## src/sv/psq_pkg.sv

```systemverilog
// shared types and codes of the parity split stack and queue
package psq_pkg;

    localparam int unsigned CMD_QUEUE_DEPTH = 4;
    localparam int unsigned CQ_AW = $clog2(CMD_QUEUE_DEPTH);

    typedef enum logic [1:0] {
        K_INSERT     = 2'd0,
        K_SHOW_QUEUE = 2'd1,
        K_SHOW_STACK = 2'd2,
        K_SHOW_BOTH  = 2'd3
    } t_kind;

    typedef enum logic [2:0] {
        OP_PUSH_STACK = 3'd0,
        OP_PUSH_QUEUE = 3'd1,
        OP_SHOW_QUEUE = 3'd2,
        OP_SHOW_STACK = 3'd3,
        OP_SHOW_BOTH  = 3'd4
    } t_op;

    typedef enum logic [2:0] {
        ST_STACK = 3'd0,
        ST_QUEUE = 3'd1,
        ST_FULL  = 3'd2,
        ST_ELEM  = 3'd3,
        ST_EMPTY = 3'd4
    } t_status;

    localparam logic SRC_STACK = 1'b0;
    localparam logic SRC_QUEUE = 1'b1;

    typedef struct packed {
        t_op                op;
        logic signed [31:0] value;
    } t_cmd;

    typedef struct packed {
        logic valid;
        t_cmd cmd;
    } t_cmd_chan;

endpackage

```

## src/sv/parity_split_stack_and_queue.sv

```systemverilog
// top level of the parity split stack and queue
// Even values go onto a stack and odd values into a first-in-first-out queue, each holding
// up to DEPTH entries; a full store drops the value and says so. An insert gives one status
// item; inserts run at one per cycle when no show run is under way and the output is free.
// A show request sets up its run, then emits an item per cycle while the output is free (one
// item for an empty store), paced by the single read port of each store and the sequencer. A
// four-entry command queue between the input side and the sequencer lets items be taken
// while a run is being emitted. The stores need no clearing after reset.
module parity_split_stack_and_queue
    import psq_pkg::*;
#(
    parameter int unsigned DEPTH = 32
) (
    input  logic               i_clk,
    input  logic               i_rst_n,
    input  logic               i_valid,
    input  logic [1:0]         i_kind,
    input  logic signed [31:0] i_value,
    output logic               o_stall,
    output logic               o_valid,
    output logic [2:0]         o_status,
    output logic               o_source,
    output logic signed [31:0] o_element,
    output logic               o_last,
    input  logic               i_stall
);

    t_cmd_chan w_cmd;
    logic      w_cmd_pop;

    psq_front u_front (
        .i_clk     (i_clk),
        .i_rst_n   (i_rst_n),
        .i_valid   (i_valid),
        .i_kind    (i_kind),
        .i_value   (i_value),
        .o_stall   (o_stall),
        .o_cmd     (w_cmd),
        .i_cmd_pop (w_cmd_pop)
    );

    psq_back #(
        .DEPTH (DEPTH)
    ) u_back (
        .i_clk     (i_clk),
        .i_rst_n   (i_rst_n),
        .i_cmd     (w_cmd),
        .o_cmd_pop (w_cmd_pop),
        .o_valid   (o_valid),
        .o_status  (o_status),
        .o_source  (o_source),
        .o_element (o_element),
        .o_last    (o_last),
        .i_stall   (i_stall)
    );

endmodule

```

## src/sv/psq_front.sv

```systemverilog
// front end: takes items, sorts them into commands and queues them for the back end
module psq_front
    import psq_pkg::*;
(
    input  logic               i_clk,
    input  logic               i_rst_n,
    input  logic               i_valid,
    input  logic [1:0]         i_kind,
    input  logic signed [31:0] i_value,
    output logic               o_stall,
    output t_cmd_chan          o_cmd,
    input  logic               i_cmd_pop
);

    t_cmd             r_q [CMD_QUEUE_DEPTH];
    logic [CQ_AW-1:0] r_wp, n_wp;
    logic [CQ_AW-1:0] r_rp, n_rp;
    logic [CQ_AW:0]   r_cnt, n_cnt;
    t_cmd             w_cmd;
    logic             w_push;

    always_comb begin
        w_cmd.value = i_value;
        case (t_kind'(i_kind))
            K_INSERT:     w_cmd.op = i_value[0] ? OP_PUSH_QUEUE : OP_PUSH_STACK;
            K_SHOW_QUEUE: w_cmd.op = OP_SHOW_QUEUE;
            K_SHOW_STACK: w_cmd.op = OP_SHOW_STACK;
            default:      w_cmd.op = OP_SHOW_BOTH;
        endcase
    end

    assign o_stall   = (r_cnt == (CQ_AW+1)'(CMD_QUEUE_DEPTH));
    assign w_push    = i_valid && !o_stall;
    assign o_cmd.valid = (r_cnt != '0);
    assign o_cmd.cmd   = r_q[r_rp];

    always_comb begin
        n_wp  = w_push ? CQ_AW'(r_wp + 1'b1) : r_wp;
        n_rp  = i_cmd_pop ? CQ_AW'(r_rp + 1'b1) : r_rp;
        n_cnt = r_cnt;
        if (w_push && !i_cmd_pop) begin
            n_cnt = (CQ_AW+1)'(r_cnt + 1'b1);
        end else if (!w_push && i_cmd_pop) begin
            n_cnt = (CQ_AW+1)'(r_cnt - 1'b1);
        end
    end

    always_ff @(posedge i_clk) begin
        if (!i_rst_n) begin
            r_wp  <= '0;
            r_rp  <= '0;
            r_cnt <= '0;
        end else begin
            r_wp  <= n_wp;
            r_rp  <= n_rp;
            r_cnt <= n_cnt;
        end
    end

    always_ff @(posedge i_clk) begin
        if (w_push) begin
            r_q[r_wp] <= w_cmd;
        end
    end

endmodule

```

## src/sv/psq_back.sv

```systemverilog
// back end: stores, sequencer for show runs, read stage and output register
module psq_back
    import psq_pkg::*;
#(
    parameter int unsigned DEPTH = 32
) (
    input  logic               i_clk,
    input  logic               i_rst_n,
    input  t_cmd_chan          i_cmd,
    output logic               o_cmd_pop,
    output logic               o_valid,
    output logic [2:0]         o_status,
    output logic               o_source,
    output logic signed [31:0] o_element,
    output logic               o_last,
    input  logic               i_stall
);

    localparam int unsigned CW = $clog2(DEPTH + 1);
    localparam int unsigned AW = (DEPTH > 1) ? $clog2(DEPTH) : 1;

    typedef enum logic [2:0] {
        S_IDLE  = 3'b001,
        S_STACK = 3'b010,
        S_QUEUE = 3'b100
    } t_bstate;

    logic signed [31:0] r_smem [DEPTH];
    logic signed [31:0] r_qmem [DEPTH];

    t_bstate            r_state, n_state;
    logic [CW-1:0]      r_scnt, n_scnt;
    logic [CW-1:0]      r_qcnt, n_qcnt;
    logic [CW-1:0]      r_idx, n_idx;
    logic               r_both, n_both;

    logic               r_f_valid;
    t_status            r_f_status;
    logic               r_f_source;
    logic               r_f_last;
    logic               r_f_elem;
    logic signed [31:0] r_rd_s;
    logic signed [31:0] r_rd_q;

    logic               r_o_valid;
    t_status            r_o_status;
    logic               r_o_source;
    logic signed [31:0] r_o_element;
    logic               r_o_last;

    logic               w_out_free;
    logic               w_adv;
    logic               w_step;
    t_status            w_status;
    logic               w_source;
    logic               w_last;
    logic               w_elem;
    logic               w_swe, w_qwe, w_sre, w_qre;
    logic [AW-1:0]      w_saddr, w_qaddr;
    logic [CW-1:0]      w_idx_dn;

    assign w_out_free = !r_o_valid || !i_stall;
    assign w_adv      = !r_f_valid || w_out_free;
    assign w_idx_dn   = CW'(r_idx - 1'b1);

    always_comb begin
        n_state   = r_state;
        n_scnt    = r_scnt;
        n_qcnt    = r_qcnt;
        n_idx     = r_idx;
        n_both    = r_both;
        o_cmd_pop = 1'b0;
        w_step    = 1'b0;
        w_status  = ST_EMPTY;
        w_source  = SRC_STACK;
        w_last    = 1'b0;
        w_elem    = 1'b0;
        w_swe     = 1'b0;
        w_qwe     = 1'b0;
        w_sre     = 1'b0;
        w_qre     = 1'b0;
        w_saddr   = r_scnt[AW-1:0];
        w_qaddr   = r_qcnt[AW-1:0];
        if (w_adv) begin
            case (r_state)
                S_IDLE: begin
                    if (i_cmd.valid) begin
                        o_cmd_pop = 1'b1;
                        case (i_cmd.cmd.op)
                            OP_PUSH_STACK: begin
                                w_step   = 1'b1;
                                w_source = SRC_STACK;
                                w_last   = 1'b1;
                                if (r_scnt == CW'(DEPTH)) begin
                                    w_status = ST_FULL;
                                end else begin
                                    w_status = ST_STACK;
                                    w_swe    = 1'b1;
                                    n_scnt   = CW'(r_scnt + 1'b1);
                                end
                            end
                            OP_PUSH_QUEUE: begin
                                w_step   = 1'b1;
                                w_source = SRC_QUEUE;
                                w_last   = 1'b1;
                                if (r_qcnt == CW'(DEPTH)) begin
                                    w_status = ST_FULL;
                                end else begin
                                    w_status = ST_QUEUE;
                                    w_qwe    = 1'b1;
                                    n_qcnt   = CW'(r_qcnt + 1'b1);
                                end
                            end
                            OP_SHOW_QUEUE: begin
                                n_state = S_QUEUE;
                                n_idx   = '0;
                                n_both  = 1'b0;
                            end
                            OP_SHOW_STACK: begin
                                n_state = S_STACK;
                                n_idx   = r_scnt;
                                n_both  = 1'b0;
                            end
                            default: begin
                                n_state = S_STACK;
                                n_idx   = r_scnt;
                                n_both  = 1'b1;
                            end
                        endcase
                    end
                end
                S_STACK: begin
                    w_step   = 1'b1;
                    w_source = SRC_STACK;
                    if (r_scnt == '0) begin
                        w_status = ST_EMPTY;
                        w_last   = !r_both;
                        n_state  = r_both ? S_QUEUE : S_IDLE;
                        n_idx    = '0;
                    end else begin
                        w_status = ST_ELEM;
                        w_elem   = 1'b1;
                        w_sre    = 1'b1;
                        w_saddr  = w_idx_dn[AW-1:0];
                        n_idx    = w_idx_dn;
                        if (r_idx == CW'(1)) begin
                            w_last  = !r_both;
                            n_state = r_both ? S_QUEUE : S_IDLE;
                            n_idx   = '0;
                        end
                    end
                end
                S_QUEUE: begin
                    w_step   = 1'b1;
                    w_source = SRC_QUEUE;
                    if (r_qcnt == '0) begin
                        w_status = ST_EMPTY;
                        w_last   = 1'b1;
                        n_state  = S_IDLE;
                    end else begin
                        w_status = ST_ELEM;
                        w_elem   = 1'b1;
                        w_qre    = 1'b1;
                        w_qaddr  = r_idx[AW-1:0];
                        n_idx    = CW'(r_idx + 1'b1);
                        if (CW'(r_idx + 1'b1) == r_qcnt) begin
                            w_last  = 1'b1;
                            n_state = S_IDLE;
                        end
                    end
                end
                default: begin
                    n_state = S_IDLE;
                end
            endcase
        end
    end

    always_ff @(posedge i_clk) begin
        if (!i_rst_n) begin
            r_state   <= S_IDLE;
            r_scnt    <= '0;
            r_qcnt    <= '0;
            r_idx     <= '0;
            r_both    <= 1'b0;
            r_f_valid <= 1'b0;
            r_o_valid <= 1'b0;
        end else begin
            r_state <= n_state;
            r_scnt  <= n_scnt;
            r_qcnt  <= n_qcnt;
            r_idx   <= n_idx;
            r_both  <= n_both;
            if (w_adv) begin
                r_f_valid <= w_step;
            end
            if (w_out_free) begin
                r_o_valid <= r_f_valid;
            end
        end
    end

    // read stage payload
    always_ff @(posedge i_clk) begin
        if (w_adv) begin
            r_f_status <= w_status;
            r_f_source <= w_source;
            r_f_last   <= w_last;
            r_f_elem   <= w_elem;
        end
    end

    // stack store
    always_ff @(posedge i_clk) begin
        if (w_swe) begin
            r_smem[w_saddr] <= i_cmd.cmd.value;
        end
        if (w_sre) begin
            r_rd_s <= r_smem[w_saddr];
        end
    end

    // queue store
    always_ff @(posedge i_clk) begin
        if (w_qwe) begin
            r_qmem[w_qaddr] <= i_cmd.cmd.value;
        end
        if (w_qre) begin
            r_rd_q <= r_qmem[w_qaddr];
        end
    end

    // output register
    always_ff @(posedge i_clk) begin
        if (w_out_free && r_f_valid) begin
            r_o_status  <= r_f_status;
            r_o_source  <= r_f_source;
            r_o_last    <= r_f_last;
            r_o_element <= !r_f_elem ? 32'sd0 :
                           ((r_f_source == SRC_QUEUE) ? r_rd_q : r_rd_s);
        end
    end

    assign o_valid   = r_o_valid;
    assign o_status  = r_o_status;
    assign o_source  = r_o_source;
    assign o_element = r_o_element;
    assign o_last    = r_o_last;

endmodule

```

## config.mk

```make
export PLATFORM = sky130hd
export DESIGN_NAME = parity_split_stack_and_queue
export DESIGN_NICKNAME = d
export VERILOG_FILES = /design/src/sv/psq_pkg.sv /design/src/sv/parity_split_stack_and_queue.sv /design/src/sv/psq_front.sv /design/src/sv/psq_back.sv
export SDC_FILE = /design/constraint.sdc
export NUM_CORES = 2
export LEC_CHECK = 0
export BUFFER_PORTS_ARGS = -buffer_cell sky130_fd_sc_hd__buf_2
export CORE_MARGIN = 4
export CORE_UTILIZATION = 60
export DETAILED_ROUTE_END_ITERATION = 10
export GPL_TIMING_DRIVEN = 0
export PLACE_DENSITY = 0.76
export RECOVER_POWER = 50
export REMOVE_ABC_BUFFERS = 1
export SETUP_SLACK_MARGIN = 0.4
export SYNTH_ARGS = -nofsm -noshare
export SYNTH_HDL_FRONTEND = slang
export SYNTH_HIERARCHICAL = 1
export SYNTH_SLANG_ARGS = --single-unit
```

## constraint.sdc

```tcl
create_clock -name i_clk -period 6.2 [get_ports i_clk]
set_clock_uncertainty 0.15 [all_clocks]
set_input_delay 0.62 -clock i_clk [delete_from_list [all_inputs] [get_ports i_clk]]
set_output_delay 0.62 -clock i_clk [all_outputs]
set_load 0.02 [all_outputs]
```

After elaboration in Yosys (flattened, before gate mapping):

Memories as Yosys holds them, arrays and structs flattened. A register that Yosys moved wholly into a read port is not among the register bits.
Cells that the tools add are included.

* logic and storage cells: 150
* output and inout bits: 39
* memory bits (writable): 2188
* register bits: 74
* memories: 3

Memory list
* u_back.r_qmem: depth 32, bits a word 32, rd ports 1, clocked after memory_dff 1, wr ports 1, RTL line psq_back.sv:29 `logic signed [31:0] r_qmem [DEPTH];`
* u_back.r_smem: depth 32, bits a word 32, rd ports 1, clocked after memory_dff 1, wr ports 1, RTL line psq_back.sv:28 `logic signed [31:0] r_smem [DEPTH];`
* u_front.r_q: depth 4, bits a word 35, rd ports 1, clocked after memory_dff 1, wr ports 1, RTL line psq_front.sv:15 `t_cmd r_q [CMD_QUEUE_DEPTH];`

* multiplexer cells: 72
* add/subtract/negate cells: 8
* eq/ne operators: 18
* bitwise gates (word level): 3
* reductions and logical operators: 28

Operator list (number)
* $mux W1: 34
* $mux W3: 11
* $mux W32: 1
* $mux W5: 6
* $pmux W3 S3: 3
* $mux W6: 4
* $reduce_and A5 Y1: 4
* $add A6 B1 Y6 const B: 3
* $pmux W6 S3: 1
* $eq A6 B6 Y1 const B: 2
* $logic_not A6 Y1: 2
* $pmux W3 S2: 2
* $pmux W6 S2: 1
* $eq A3 B2 Y1 const B: 3
* $mux W2: 4
* $pmux W1 S2: 4
* $logic_not A1 Y1: 7
* $eq A3 B1 Y1 const B: 2
* $eq A3 B3 Y1 const B: 2
* $eq A6 B1 Y1 const B: 1
* $eq A6 B6 Y1: 1
* $ne A3 B1 Y1 const B: 2
* $reduce_bool A3 Y1: 2
* $reduce_or A2 Y1: 3
* 16 further kinds: 24

Depth between registers and ports, before layout:

* depth after elaboration: 8
* mapped depth: 15
* depth with buffers taken out: 10

Cells and area by module:

Netlist, hierarchy kept.

Modules (own cells, without submodules)
* psq_back: area an instance 84833.9 um^2, sequential area each 65192.5 um^2, cells an instance 5902, times used 1
* psq_front: area an instance 5610.4 um^2, sequential area each 4384.2 um^2, cells an instance 237, times used 1

Least setup slack after synthesis:

No wires, ideal clock.

* kind: input port to flip-flop
* from: input port i_stall
* to: memory u_back.r_smem[0][0], enable pin
* slack: 1.553 ns
* setup time: 0.421 ns
* path buffers: 4
* cell stages on the path: 11
* arrival time: 4.075 ns
* path through: and3_1 > buf_2 > a211o_1 > inv_2 > mux2i_1 > buf_2 > clkbuf_1 > buf_2 > nor2_1 > nand2_1 > nor2_1

* cells in the longest elaborated chain, start to end: 6

Ends and longest elaborated chain
* start: declaration: RTL line parity_split_stack_and_queue.sv:25 `input logic i_stall`
* $logic_not A1 Y1 *: RTL line psq_back.sv:62 `assign w_out_free = !r_o_valid || !i_stall;`
* $logic_or A1 B1 Y1 *: RTL line psq_back.sv:62
* $logic_or A1 B1 Y1 *: RTL line psq_back.sv:63 `assign w_adv = !r_f_valid || w_out_free;`
* $mux W1: RTL line psq_back.sv:84 `if (w_adv) begin`
* $mux W1: RTL line psq_back.sv:215 `if (w_swe) begin`
* $mux W1 (not written as such): RTL line psq_back.sv:216 `r_smem[w_saddr] <= i_cmd.cmd.value;`
* end: declaration: RTL line psq_back.sv:28

Mark *: on every way between the ends. The rest lies on a longest branch, timed or not.

Worst setup path after layout:

* from: register u_back.r_scnt[0]
* to: register u_back.r_rd_s[19] (read register of u_back.r_smem) (data pin)

* cells in the longest elaborated chain, start to end: 4

Ends and longest elaborated chain
* start: declaration: RTL line psq_back.sv:32 `logic [CW-1:0] r_scnt, n_scnt;`
* start signal: assignment: RTL line psq_back.sv:190 `r_scnt <= n_scnt;`
* $logic_not A6 Y1: RTL line psq_back.sv:135 `if (r_scnt == '0) begin`
* $mux W1: RTL line psq_back.sv:135
* $mux W1: RTL line psq_back.sv:85 `case (r_state)`
* $mux W1: RTL line psq_back.sv:84
* via u_back.w_sre: RTL line psq_back.sv:58 `logic w_swe, w_qwe, w_sre, w_qre;`
* end: declaration: RTL line psq_back.sv:42 `logic signed [31:0] r_rd_s;`

The timed path passes the listed nets, and every way through them passes these cells.
A chain may end at the register's enable or synchronous reset.

==> summary.md <==
The compound-cell area share of the yosys netlist is 0.114. The predominant post-synthesis flop cell is sky130_fd_sc_hd__edfxtp_1. The static leakage power came out at 0.0337 uW.

The worst setup path is launched from a flip-flop. The cell count after synthesis came out at 6,139. The run gives 0 as the number of failing setup endpoints in the final timing report.

77 I/O pins were placed. The mean cell area of the mapped netlist came out at 14.7 um2. Once placement completed, the tool counted placed cells totaling 7,985. The post-cts gate resize count came out at 0. Post-DP HPWL: 139 mm.

The initial core utilization came out at 0.604. The area of all placed cells without fillers is 103,000 um2, and the maximum net fanout on the critical path is 37. The post-route clock period utilization came out at 0.954. Summed over all instances, the cell type with the most area after synthesis is sky130_fd_sc_hd__edfxtp_1. The total routed wirelength is 244 mm. The critical path goes through inv_1 > ha_1 > nor4b_2 > a211o_1 > inv_1 > mux2i_4 > buf_16 > buf_12 > buf_16 > buf_12 > a32oi_1 > a22oi_1 > nand4_1.

The final reports fail on max-capacitance violations, max-slew violations. On the worst path, the slowest cell contributes a delay of 1.30 ns. The width of the die is 396 um, and the number of global-route vias before repair is 55,100. In this run the cell area of the synthesized design comes to 90,400 um2. The tools report the endpoint class of the critical path as a flip-flop.

The sequential-to-total area share from yosys stat is 0.769, and the overall overflow remaining after global route is 0. The min-delay analysis places its worst path in the category in2reg. The mux contribution to synthesized area is 0.0133, and the number of placement rows is 142.

The count of distinct cell types in the synthesized netlist was 66. The core region is 150,000 um2. The count of cells in the finished layout, fillers not included, comes to 8,433. Measured along the y axis, the die boundary spans 396 um.

The fraction of post-synthesis cell area in the top cell type by area is 0.762, and the reg-to-reg setup timing slack is 0.29 ns. The aggregate negative setup slack was 0 ns; the clock edge transition at the registers on the reported setup and hold paths was 0.06 ns. The area share of xor/xnor cells in the synthesized design was 0.00257; the vias after detailed routing was 57,300. The count of flip-flops with a built-in enable after synthesis came out at 2,295. Setup repair after global routing could not meet its margin everywhere. The total track usage was 0.304. The logs give 7 for the number of antenna violations at the first check in global routing and 9,745 for the number of DRC markers in iteration 0. Port buffering added 76 buffers. The share of cells above drive strength 1 was 0.0942. The cell type of the slowest stage on the worst timing path is sky130_fd_sc_hd__inv_1. After synthesis, the cell types taking the most area are sky130_fd_sc_hd__edfxtp_1, sky130_fd_sc_hd__nand2_1, sky130_fd_sc_hd__a21oi_1. The critical path ends at u_back/r_rd_s[19]. The first global-routing pass estimated 353 mm of wire. The worst register-to-register path begins at u_back/r_scnt[0]. Adder-cell area share of the yosys netlist: 0.00216. Entering global routing, the biggest net connects 93 pins. For the data required time of the worst path, the log shows 6.52 ns. The most used standard cell by instance count after synthesis is sky130_fd_sc_hd__edfxtp_1. For the pin with the worst max-slew slack, the measured transition is 2.50 ns.

From synthesis to final layout, the design area changed by 13.9%. The detailed-routing iteration count for the pre-antenna-repair pass is 9. Root buffer cell: sky130_fd_sc_hd__clkbuf_16.

Data on the critical path arrives at its endpoint at 6.24 ns. The DRC violation count after routing was 0. The final estimated routing congestion in global placement came out at 0.841. The hold violation count in the final report was 0. The area taken by flip-flops and latches is 69,600 um2, and the flop and latch count out of synthesis is 2,328.

The endpoint identified for the worst register-to-register timing path is u_back/r_rd_s[19]. Summing all multi-input logic gate instances after layout gives 19,500 um2. Ranked by instance count, the synthesized netlist is headed by sky130_fd_sc_hd__edfxtp_1, sky130_fd_sc_hd__nand2_1, sky130_fd_sc_hd__a21oi_1.

The run finished, with violations left. The headroom to the max-slew limit is -0.665. The later pin in the worst-skew pair is clocked with a latency of 0.86 ns. The fraction of synthesis flops using an asynchronous set or reset pin was 0. In this run the cell area measured after placement is 96,100 um2. The maximum clock frequency is 169 MHz, and the number of max-capacitance violations reported is 12. The kind of cell adding the most delay to the critical path was buffers and inverters.

In the final routed layout, each cell accounts on average for 29.0 um. At the end of the flow, the number of nets in the layout was 6,286. The run gives 3 as the maximum buffer depth of the clock tree. The peak supply drop came out at 542 uV. The via density per instance came out at 6.80. The die covers 157,000 um2.

The max-slew violation count is 488, and the path depth of the worst reg2reg path is 13. TritonCTS built the clock tree. Counting the fill cells in the layout gives 8,930.

The main combinational cell family by area after synthesis was compound AO/OA/AOI/OAI gates. Tracing the worst setup path back leads to its startpoint at u_back/r_scnt[0]. The detail route stage leaves a number of antenna-violating nets equal to 0. The worst path needs 5.91 ns of the cycle, external delays included.

The cell count along the critical path was 13; the clock buffer count from CTS was 215. The synthesis warning total is 6, and the TritonCTS sink count is 2,328. The level count of the clock H-tree was 4. The synthesized-area fraction occupied by and/or/nand/nor cells was 0.0759.

The critical path class was reg2reg. The number of buffers and inverters on the critical path is 6. Total power divided by cell area: 368 nW/um2.
## cell families after synthesis
kind of cell    Yosys count
xor+xnor                 25
simple gates           1675
buf+inv                 447
mux                      74
flops                  2328
compound gates         1575
fa+ha+maj                15
## how the worst min path moves through the flow
stage	from	end	slack (ns)	depth (start not counted)
2_1_floorplan	u_back/r_f_last	u_back/o_last	0.25	0
3_3_place_gp	u_back/r_f_status[0]	u_back/o_status[0]	0.29	0
3_5_place_dp	u_back/r_f_status[1]	u_back/o_status[1]	0.27	0
4_1_cts	i_kind[1]	u_front/r_q[0][34]	0.02	2
5_1_grt	i_kind[1]	u_front/r_q[3][34]	0.09	2
6_report	i_kind[1]	u_front/r_q[1][34]	0.09	2
## area by class of cell
cell class | count | share of cell area
Sequential cell | 2328 | 0.675
Multi-Input combinational cell | 3364 | 0.189
Clock buffer | 268 | 0.0554
Timing Repair Buffer | 306 | 0.0451
Tap cell | 2016 | 0.0245
Clock inverter | 130 | 0.00985
Inverter | 18 | 0.000656
Antenna cell | 3 | 0.0000729
## what timing repair did
| item | CTS | global route |
|---|---|---|
| hold buffers | 34 | 0 |
| buffers inserted | 0 | 11 |
| setup endpoints to repair | 0 | 42 |
| endpoints found under the hold margin | 130 | 0 |
## metrics by stage
| step | worst slack, ns | hold slack (ns) | power, uW | utilization |
|---|---|---|---|---|
| final | 0.287 | 0.0940 | 37900 | 0.688 |
| after global routing | 0.189 | 0.0948 | 39000 | 0.688 |
| after CTS | 0.560 | 0.0215 | 37800 | 0.689 |
| after detailed placement | 0.464 | 0.270 | 25300 | 0.642 |
| after global placement | -36.08 | 0.294 | 25900 | 0.610 |
| after floorplan | -20.40 | 0.250 | 24100 | - |
## per-layer routing
metal | share of wire | global-route usage | vias up | wire length (um)
met2 | 0.46 | 0.467 | 4478 | 112000
met3 | 0.14 | 0.0778 | 875 | 33100
met4 | 0.055 | 0.140 | 4 | 13500
met5 | 0.00019 | 0 | - | 46
li1 | - | - | 23800 | -
met1 | 0.35 | 0.413 | 28200 | 85600
## placed cells by master (no fill, tap or decap), types with 55 or more instances in the layout
cell type / instances
sky130_fd_sc_hd__nor2_4: 70
sky130_fd_sc_hd__buf_16: 55
sky130_fd_sc_hd__edfxtp_1: 2295
sky130_fd_sc_hd__clkbuf_1: 134
sky130_fd_sc_hd__buf_12: 119
sky130_fd_sc_hd__clkinv_1: 68
sky130_fd_sc_hd__a32oi_1: 256
sky130_fd_sc_hd__clkbuf_16: 221
sky130_fd_sc_hd__a22o_1: 238
sky130_fd_sc_hd__nand2_1: 1357
sky130_fd_sc_hd__a21oi_1: 784
sky130_fd_sc_hd__o22ai_1: 117
sky130_fd_sc_hd__a22oi_1: 139
## registers in the layout (all words and copies together) (netlist names), named ones only
name / count
u_back/r_f_status: 3
u_back/r_f_source: 1
u_back/r_qcnt: 6
u_back/r_f_valid: 1
u_back/r_rd_q: 32
u_back/o_last: 1
u_back/o_element: 32
u_back/r_state: 3
u_back/o_status: 3
u_back/r_scnt: 6
u_front/r_cnt: 3
u_back/r_both: 1
u_front/r_rp: 2
u_back/o_source: 1
u_back/r_f_elem: 1
u_back/r_rd_s: 32
u_back/r_qmem: 1024
u_front/r_wp: 2
u_front/r_q: 140
u_back/r_smem: 1024
u_back/r_f_last: 1
u_back/r_idx: 6
u_back/o_valid: 1
## where the power goes
part	internal [uW]	total (uW)	switching, uW
combinational	1500	5720	4220
clock	7110	12700	5610
sequential	19300	19500	199
total	27900	37900	10000
Power figures use the tool's default switching activity.
